<file path="config.mk">
export PLATFORM = sky130hd
export DESIGN_NAME = sample_period_statistics
export DESIGN_NICKNAME = d
export VERILOG_FILES = /design/src/spst_pkg.sv /design/src/spst_mean_div.sv /design/src/sample_period_statistics.sv
export SDC_FILE = /design/constraint.sdc
export NUM_CORES = 2
export LEC_CHECK = 0
export ABC_AREA = 1
export BUFFER_PORTS_ARGS = -buffer_cell sky130_fd_sc_hd__buf_2
export CAP_MARGIN = 10
export CELL_PAD_IN_SITES_DETAIL_PLACEMENT = 1
export CELL_PAD_IN_SITES_GLOBAL_PLACEMENT = 2
export CORE_AREA = 2 2 329 331
export DETAILED_ROUTE_END_ITERATION = 8
export DIE_AREA = 0 0 331 333
export PLACE_DENSITY = 0.8
export SLEW_MARGIN = 20
export SYNTH_ARGS = -nofsm -noshare
export SYNTH_HDL_FRONTEND = slang
export SYNTH_HIERARCHICAL = 1
export SYNTH_SLANG_ARGS = --single-unit
export TNS_END_PERCENT = 5
</file>
<file path="constraint.sdc">
create_clock -name clk -period 7.6 [get_ports clk]
set_input_delay 0.76 -clock clk [delete_from_list [all_inputs] [get_ports clk]]
set_output_delay 0.76 -clock clk [all_outputs]
set_load 0.01 [all_outputs]
</file>
<file path="src/spst_pkg.sv">
`timescale 1ns / 1ps
// ----------------------------------------------------------------------------
// spst_pkg
// shared widths, defaults and types of the sample period statistics block
// ----------------------------------------------------------------------------
package spst_pkg;

    localparam int READING_W      = 16;
    localparam int PERIOD_NUM_W   = 4;
    localparam int SWING_W        = 5;
    localparam int POSITION_W     = 9;
    localparam int THRESHOLD_W    = 16;

    localparam int SPP_DEFAULT    = 30;
    localparam int PPR_DEFAULT    = 12;

    localparam logic [THRESHOLD_W-1:0] SWING_THRESHOLD_RST = 16'd500;
    localparam logic [SWING_W-1:0]     SWING_MAX           = 5'd31;

    // load strobes of the three mean divider stages
    typedef struct packed {
        logic mag;
        logic prod;
        logic quot;
    } spst_div_ld_t;

    // everything a finished period carries besides the two sums
    typedef struct packed {
        logic                         run_end;
        logic [PERIOD_NUM_W-1:0]      period_number;
        logic [SWING_W-1:0]           swing;
        logic [POSITION_W-1:0]        max_pos;
        logic signed [READING_W-1:0]  max_rd;
        logic [POSITION_W-1:0]        min_pos;
        logic signed [READING_W-1:0]  min_rd;
    } spst_event_t;

endpackage

</file>
<file path="src/spst_mean_div.sv">
`timescale 1ns / 1ps
// ----------------------------------------------------------------------------
// spst_mean_div
// three-stage signed division by a constant, truncated toward zero
// ----------------------------------------------------------------------------
module spst_mean_div
    import spst_pkg::*;
#(
    parameter int SUM_W   = 21,
    parameter int DIVISOR = SPP_DEFAULT
)(
    input  logic                        clk,
    input  spst_div_ld_t                ld,
    input  logic signed [SUM_W-1:0]     sum,
    output logic signed [READING_W-1:0] mean
);

    // magnitude times ceil(2^SHIFT / DIVISOR), shifted down, is exact for
    // every magnitude below 2^MAG_W
    localparam int MAG_W  = SUM_W;
    localparam int LOG_D  = $clog2(DIVISOR);
    localparam int SHIFT  = MAG_W + LOG_D;
    localparam int MULT_W = MAG_W + 1;
    localparam int PROD_W = MAG_W + MULT_W;
    localparam logic [MULT_W-1:0] MULT =
        MULT_W'(((64'd1 << SHIFT) + 64'(DIVISOR) - 64'd1) / 64'(DIVISOR));

    logic [MAG_W-1:0]     mag_next;
    logic [MAG_W-1:0]     mag_reg;
    logic                 neg_a_reg;
    logic [PROD_W-1:0]    prod_reg;
    logic                 neg_b_reg;
    logic [READING_W-1:0] quot;
    logic signed [READING_W-1:0] mean_next;
    logic signed [READING_W-1:0] mean_reg;

    always_comb
    begin
        mag_next = sum[SUM_W-1] ? MAG_W'(-sum) : MAG_W'(sum);
    end

    always_comb
    begin
        quot      = prod_reg[SHIFT +: READING_W];
        mean_next = neg_b_reg ? signed'(-quot) : signed'(quot);
    end

    always_ff @(posedge clk)
    begin
        if (ld.mag)
        begin
            mag_reg   <= mag_next;
            neg_a_reg <= sum[SUM_W-1];
        end
        if (ld.prod)
        begin
            prod_reg  <= PROD_W'(mag_reg) * PROD_W'(MULT);
            neg_b_reg <= neg_a_reg;
        end
        if (ld.quot)
        begin
            mean_reg  <= mean_next;
        end
    end

    assign mean = mean_reg;

endmodule

</file>
<file path="src/sample_period_statistics.sv">
// ----------------------------------------------------------------------------
// sample_period_statistics: period and run statistics over a sample stream
// path: input and sum registers, divider mag, prod and quot stages; run summary follows
// rate: one sample per cycle unless stalled; a run end holds the output for both summaries
// reset: asynchronous active low, clears counters, sums, extremes and valids, threshold 500
// ----------------------------------------------------------------------------
`timescale 1ns / 1ps
module sample_period_statistics
    import spst_pkg::*;
#(
    parameter int SAMPLES_PER_PERIOD = SPP_DEFAULT,
    parameter int PERIODS_PER_RUN    = PPR_DEFAULT
)(
    input  logic                         clk,
    input  logic                         rst_n,

    input  logic                         cfg_wr_en,
    input  logic [THRESHOLD_W-1:0]       cfg_wr_data,

    input  logic                         in_valid,
    output logic                         in_stall,
    input  logic signed [READING_W-1:0]  sample,

    output logic                         out_valid,
    input  logic                         out_stall,
    output logic                         summary_kind,
    output logic [PERIOD_NUM_W-1:0]      period_number,
    output logic signed [READING_W-1:0]  period_mean,
    output logic [SWING_W-1:0]           swing_total,
    output logic signed [READING_W-1:0]  run_mean,
    output logic [POSITION_W-1:0]        hottest_position,
    output logic signed [READING_W-1:0]  hottest_reading,
    output logic [POSITION_W-1:0]        coldest_position,
    output logic signed [READING_W-1:0]  coldest_reading,
    output logic                         final_flag
);

    localparam int RUN_LEN = SAMPLES_PER_PERIOD * PERIODS_PER_RUN;
    localparam int SLOT_W  = $clog2(SAMPLES_PER_PERIOD);
    localparam int PSUM_W  = READING_W + $clog2(SAMPLES_PER_PERIOD);
    localparam int RSUM_W  = READING_W + $clog2(RUN_LEN);

    localparam logic [SLOT_W-1:0]       LAST_SLOT   = SLOT_W'(SAMPLES_PER_PERIOD - 1);
    localparam logic [PERIOD_NUM_W-1:0] LAST_PERIOD = PERIOD_NUM_W'(PERIODS_PER_RUN - 1);

    // configuration
    logic [THRESHOLD_W-1:0] thr_reg;

    // pipeline valids and ready chain
    logic v1_reg, v2_reg, v3_reg, v4_reg, v5_reg;
    logic phase_reg;
    logic rdy1, rdy2, rdy3, rdy4, rdy5;
    logic adv1, ld2;
    spst_div_ld_t div_ld;

    // input stage
    logic signed [READING_W-1:0] smp_reg;

    // running state
    logic [SLOT_W-1:0]            slot_reg, slot_next;
    logic [PERIOD_NUM_W-1:0]      pcount_reg, pcount_next;
    logic [POSITION_W-1:0]        runpos_reg, runpos_next, runpos_inc;
    logic signed [PSUM_W-1:0]     psum_reg, psum_next, psum_add;
    logic signed [RSUM_W-1:0]     rsum_reg, rsum_next, rsum_add;
    logic signed [READING_W-1:0]  prev_reg;
    logic [SWING_W-1:0]           swing_reg, swing_next, swing_add;
    logic signed [READING_W-1:0]  max_reg, max_next;
    logic [POSITION_W-1:0]        maxpos_reg, maxpos_next;
    logic signed [READING_W-1:0]  min_reg, min_next;
    logic [POSITION_W-1:0]        minpos_reg, minpos_next;

    logic first_of_period, first_of_run, period_end, run_end;
    logic signed [READING_W:0] diff;
    logic [READING_W:0]        diff_mag;
    logic                      is_swing;

    // result pipeline payload
    spst_event_t              ev_next, ev2_reg, ev3_reg, ev4_reg, ev5_reg;
    logic signed [PSUM_W-1:0] psum2_reg;
    logic signed [RSUM_W-1:0] rsum2_reg;
    logic signed [READING_W-1:0] pmean, rmean;
    logic show_run;

    // ---------------------------------------------------------------- control
    always_comb
    begin
        rdy5     = !v5_reg || (!out_stall && (!ev5_reg.run_end || phase_reg));
        rdy4     = !v4_reg || rdy5;
        rdy3     = !v3_reg || rdy4;
        rdy2     = !v2_reg || rdy3;
        // a sample that closes no period retires without waiting on the results
        adv1     = v1_reg && (rdy2 || !period_end);
        rdy1     = !v1_reg || adv1;
        in_stall = !rdy1;
        ld2      = adv1 && period_end;
        div_ld.mag  = rdy3 && v2_reg;
        div_ld.prod = rdy4 && v3_reg;
        div_ld.quot = rdy5 && v4_reg;
    end

    always_ff @(posedge clk or negedge rst_n)
    begin
        if (!rst_n)
        begin
            v1_reg    <= 1'b0;
            v2_reg    <= 1'b0;
            v3_reg    <= 1'b0;
            v4_reg    <= 1'b0;
            v5_reg    <= 1'b0;
            phase_reg <= 1'b0;
        end
        else
        begin
            if (rdy1)
            begin
                v1_reg <= in_valid;
            end
            if (rdy2)
            begin
                v2_reg <= ld2;
            end
            if (rdy3)
            begin
                v3_reg <= v2_reg;
            end
            if (rdy4)
            begin
                v4_reg <= v3_reg;
            end
            if (rdy5)
            begin
                v5_reg    <= v4_reg;
                phase_reg <= 1'b0;
            end
            else if (v5_reg && !out_stall)
            begin
                // period summary of a run end went out, run summary is next
                phase_reg <= 1'b1;
            end
        end
    end

    always_ff @(posedge clk or negedge rst_n)
    begin
        if (!rst_n)
        begin
            thr_reg <= SWING_THRESHOLD_RST;
        end
        else if (cfg_wr_en)
        begin
            thr_reg <= cfg_wr_data;
        end
    end

    always_ff @(posedge clk)
    begin
        if (in_valid && !in_stall)
        begin
            smp_reg <= sample;
        end
    end

    // ---------------------------------------------------------- state update
    always_comb
    begin
        first_of_period = (slot_reg == '0);
        first_of_run    = (runpos_reg == '0);
        period_end      = (slot_reg == LAST_SLOT);
        run_end         = period_end && (pcount_reg == LAST_PERIOD);

        runpos_inc = runpos_reg + POSITION_W'(1);
        psum_add   = psum_reg + PSUM_W'(smp_reg);
        rsum_add   = rsum_reg + RSUM_W'(smp_reg);

        diff     = (READING_W+1)'(smp_reg) - (READING_W+1)'(prev_reg);
        diff_mag = diff[READING_W] ? unsigned'(-diff) : unsigned'(diff);
        is_swing = !first_of_period && (diff_mag > {1'b0, thr_reg});
        swing_add = (is_swing && swing_reg != SWING_MAX) ? swing_reg + SWING_W'(1)
                                                          : swing_reg;

        if (first_of_run || smp_reg > max_reg)
        begin
            max_next    = smp_reg;
            maxpos_next = runpos_inc;
        end
        else
        begin
            max_next    = max_reg;
            maxpos_next = maxpos_reg;
        end
        if (first_of_run || smp_reg < min_reg)
        begin
            min_next    = smp_reg;
            minpos_next = runpos_inc;
        end
        else
        begin
            min_next    = min_reg;
            minpos_next = minpos_reg;
        end

        ev_next.run_end       = run_end;
        ev_next.period_number = pcount_reg;
        ev_next.swing         = swing_add;
        ev_next.max_pos       = maxpos_next;
        ev_next.max_rd        = max_next;
        ev_next.min_pos       = minpos_next;
        ev_next.min_rd        = min_next;

        slot_next   = period_end ? '0 : slot_reg + SLOT_W'(1);
        psum_next   = period_end ? '0 : psum_add;
        swing_next  = period_end ? '0 : swing_add;
        pcount_next = run_end ? '0 : (period_end ? pcount_reg + PERIOD_NUM_W'(1)
                                                 : pcount_reg);
        runpos_next = run_end ? '0 : runpos_inc;
        rsum_next   = run_end ? '0 : rsum_add;
    end

    always_ff @(posedge clk or negedge rst_n)
    begin
        if (!rst_n)
        begin
            slot_reg   <= '0;
            pcount_reg <= '0;
            runpos_reg <= '0;
            psum_reg   <= '0;
            rsum_reg   <= '0;
            prev_reg   <= '0;
            swing_reg  <= '0;
            max_reg    <= '0;
            maxpos_reg <= '0;
            min_reg    <= '0;
            minpos_reg <= '0;
        end
        else if (adv1)
        begin
            slot_reg   <= slot_next;
            pcount_reg <= pcount_next;
            runpos_reg <= runpos_next;
            psum_reg   <= psum_next;
            rsum_reg   <= rsum_next;
            prev_reg   <= smp_reg;
            swing_reg  <= swing_next;
            max_reg    <= max_next;
            maxpos_reg <= maxpos_next;
            min_reg    <= min_next;
            minpos_reg <= minpos_next;
        end
    end

    // -------------------------------------------------------- result pipeline
    always_ff @(posedge clk)
    begin
        if (ld2)
        begin
            ev2_reg   <= ev_next;
            psum2_reg <= psum_add;
            rsum2_reg <= rsum_add;
        end
        if (div_ld.mag)
        begin
            ev3_reg <= ev2_reg;
        end
        if (div_ld.prod)
        begin
            ev4_reg <= ev3_reg;
        end
        if (div_ld.quot)
        begin
            ev5_reg <= ev4_reg;
        end
    end

    spst_mean_div #(
        .SUM_W   (PSUM_W),
        .DIVISOR (SAMPLES_PER_PERIOD)
    ) u_period_div (
        .clk  (clk),
        .ld   (div_ld),
        .sum  (psum2_reg),
        .mean (pmean)
    );

    spst_mean_div #(
        .SUM_W   (RSUM_W),
        .DIVISOR (RUN_LEN)
    ) u_run_div (
        .clk  (clk),
        .ld   (div_ld),
        .sum  (rsum2_reg),
        .mean (rmean)
    );

    // ----------------------------------------------------------------- output
    always_comb
    begin
        show_run         = ev5_reg.run_end && phase_reg;
        out_valid        = v5_reg;
        summary_kind     = show_run;
        final_flag       = !ev5_reg.run_end || phase_reg;
        period_number    = show_run ? '0 : ev5_reg.period_number;
        period_mean      = show_run ? '0 : pmean;
        swing_total      = show_run ? '0 : ev5_reg.swing;
        run_mean         = show_run ? rmean : '0;
        hottest_position = show_run ? ev5_reg.max_pos : '0;
        hottest_reading  = show_run ? ev5_reg.max_rd : '0;
        coldest_position = show_run ? ev5_reg.min_pos : '0;
        coldest_reading  = show_run ? ev5_reg.min_rd : '0;
    end

endmodule

</file>
==> qor.txt <==
Worst path slowest cell - fa_1
Cell count after placement - 6414
Via count - 32000
Worst path most repeated cell - fa_1
Drt total wl - 124000 um
Final Cycle Share - 79.6%
Outcome - finished clean
DRC Markers - 0
Max incr delay on CP - 610 ps
Setup Buffers After CTS - 0
Vias in the first global route - 34500
Clock root cell - clkbuf_16
FMAX - 165 MHz
Die width - 331 um
Fraction of layout cells with a size suffix above 1 - 7.13%
Die Ht - 333 um
Worst skew pair latency - 660 ps
Synth warn - 6
Seq/Total Area, Yosys - 37.7%
Post-synth ARST share - 27.4%
First-pass GRT wire length - 195000 um
Post-synth EDFFs - 416
Synth area leader - edfxtp_1
Die area - 110000 um^2
Non-Filler Instances - 6539
Crit. End Element - flop
CTS hold repair buffers - 0
Delay-heaviest family, CP - adder cells
Crit path DAT - 6430 ps
Num ports - 132
Footprint of the multi-input gates - 22800 um^2
Synth cell types - 59
Core Box Area - 107000 um^2
Rows - 120
Number of buffers added on ports - 131
Pre-Repair DR Iteration Count - 5
PostCTS Resize Cnt - 0
Final ANT Viol Nets - 0
Worst slew margin relative to its limit - 26.7%
Final WS setup - 1550 ps
Nets - 5871
Crit path kind - flop to flop
Slew @ Worst Pin - 1100 ps
DRT iter0 DRCs - 1411
TritonCTS Buffers - 68
Area contributors post-synth - edfxtp_1, ha_1, fa_1
Critical Path Stages - 21
Final Slew Violations - 0
Fill count - 12500
Final worst path period need - 6050 ps
Skew final - 42.6 ps
FF-to-FF path depth - 21
Area Growth Syn to Fin - 10.7%
TNS Setup - 0 ps
Pin count of the biggest net entering global routing - 94
Synth cell count leaders - nand2_1, inv_1, ha_1, edfxtp_1, nor2_1
Reg clk slew, reported paths - 60 ps
Hold Path Class - input pin to async pin
CTS tree - built
Hold Fails Final Rpt - 0
Top cell type's share of synthesized area - 28.7%
Ant diodes - 0
RSZ-0062 raised after global routing - false
Final setup viols - 0
Clock Path Buffers - 3
# clock sinks - 573
Register area - 16400 um^2
Final GP Congestion - 0.884
Max_cap viols - 0
Avg WL per Cell - 18.9 um
Initial core utilization - 40.9%
CP Buf/Inv Count - 5
Syn Inst Count - 4921
Congestion Overflow GR - 0
GRT Total Usage - 22.9%
Worst-path cell chain - ha_1 -> fa_1 -> inv_1 -> fa_1 -> fa_1 -> inv_1 -> fa_1 -> fa_1 -> inv_1 -> fa_1 -> inv_1 -> ha_1 -> nand2_1 -> nor2_1 -> inv_1 -> nor2_1 -> nand3_1 -> nand3_1 -> nand2_1 -> nand3_1 -> nand2_1
Syn Area/Cell - 8.85 um^2
CTS H-Tree Depth - 3
Flops & latches, synth - 573
Syn nets - 5711
Most frequent cell after synthesis - nand2_1
Pre-CTS setup slack - 1530 ps
Initial antenna violation count - 1
Hold Slack - 153 ps
Critical path data required time - 7980 ps
Max FO, Critical Path - 5
Crit start category - flop
Mapped cell area - 43600 um^2
Mean number of vias per cell - 4.89
Half-perimeter wire length after placement - 101000 um
Most frequently used flop master after synthesis - edfxtp_1
==> worst paths after layout <==
path | from | endpoint | slack (ps)
max reg2reg | u_run_div/mag_reg[10]$_DFFE_PP_ | u_run_div/prod_reg[40]$_DFFE_PP_ | 1550
max in group asynchronous | rst_n | min_reg[12]$_DFFE_PN0P_ | 5630
max | u_run_div/mag_reg[10]$_DFFE_PP_ | u_run_div/prod_reg[40]$_DFFE_PP_ | 1550
min in group clk | sample[3] | smp_reg[3]$_DFFE_PP_ | 280
min | rst_n | maxpos_reg[6]$_DFFE_PN0P_ | 150
min reg2reg | ev3_reg[58]$_DFFE_PP_ | ev4_reg[58]$_DFFE_PP_ | 410
==> metrics by stage <==
stage          utilization, %  area, um^2
6_report                 45.2       48200
5_1_grt                  45.2       48200
4_1_cts                  45.2       48200
3_5_place_dp             43.0       45900
3_3_place_gp             43.0       45900
2_1_floorplan               -       43600
==> final cells by class <==
cell class	instances	share of cell area (%)
multi-input cells	3190	47.2
flip-flops and latches	573	34.1
inverters	1099	8.57
clock buffers	86	3.77
well taps	1403	3.64
repair buffers	149	1.69
clock inverters	39	1.07
==> routing by layer <==
metal	wire, um	vias to the layer above	global-route usage (%)
li1	-	15800	-
met1	57000	15700	30.4
met2	61200	362	40.2
met3	2810	117	2.19
met4	2480	0	5.14
met5	0	-	0
==> logic make-up (layout without fill, tap and decap cells) <==
family,count (synthesis),after routing,share of synthesized area [%]
compound gates,366,366,4.92
mux,1,1,0.0258
xor+xnor,132,132,2.67
flops,573,573,37.7
fa+ha+maj,753,753,25.7
buf+inv,1158,1373,10.1
simple gates,1938,1938,18.9
==> cells in the final DEF, fill, tap and decap left out, types with 10 or more instances in the layout <==
cell type and instances:
buf_2 130, a21oi_1 145, o21ai_0 106, o21a_1 15, inv_1 1083, nand2_1 1136
a22o_1 14, nor2_1 342, o21bai_1 21, xor2_1 86, nor4_1 10, and2_1 52
clkbuf_1 14, nor2_2 23, xnor2_1 45, buf_4 16, inv_2 10, nand2_2 29
fa_1 234, edfxtp_1 416, dfrtp_1 151, o211ai_1 15, nor3_1 32, clkbuf_16 69
nand4_1 64, nand3_1 210, ha_1 519, clkinv_2 12
Power is not shown: default switching activity piles up to over one toggle a cycle in this logic, so the estimate is an artifact.
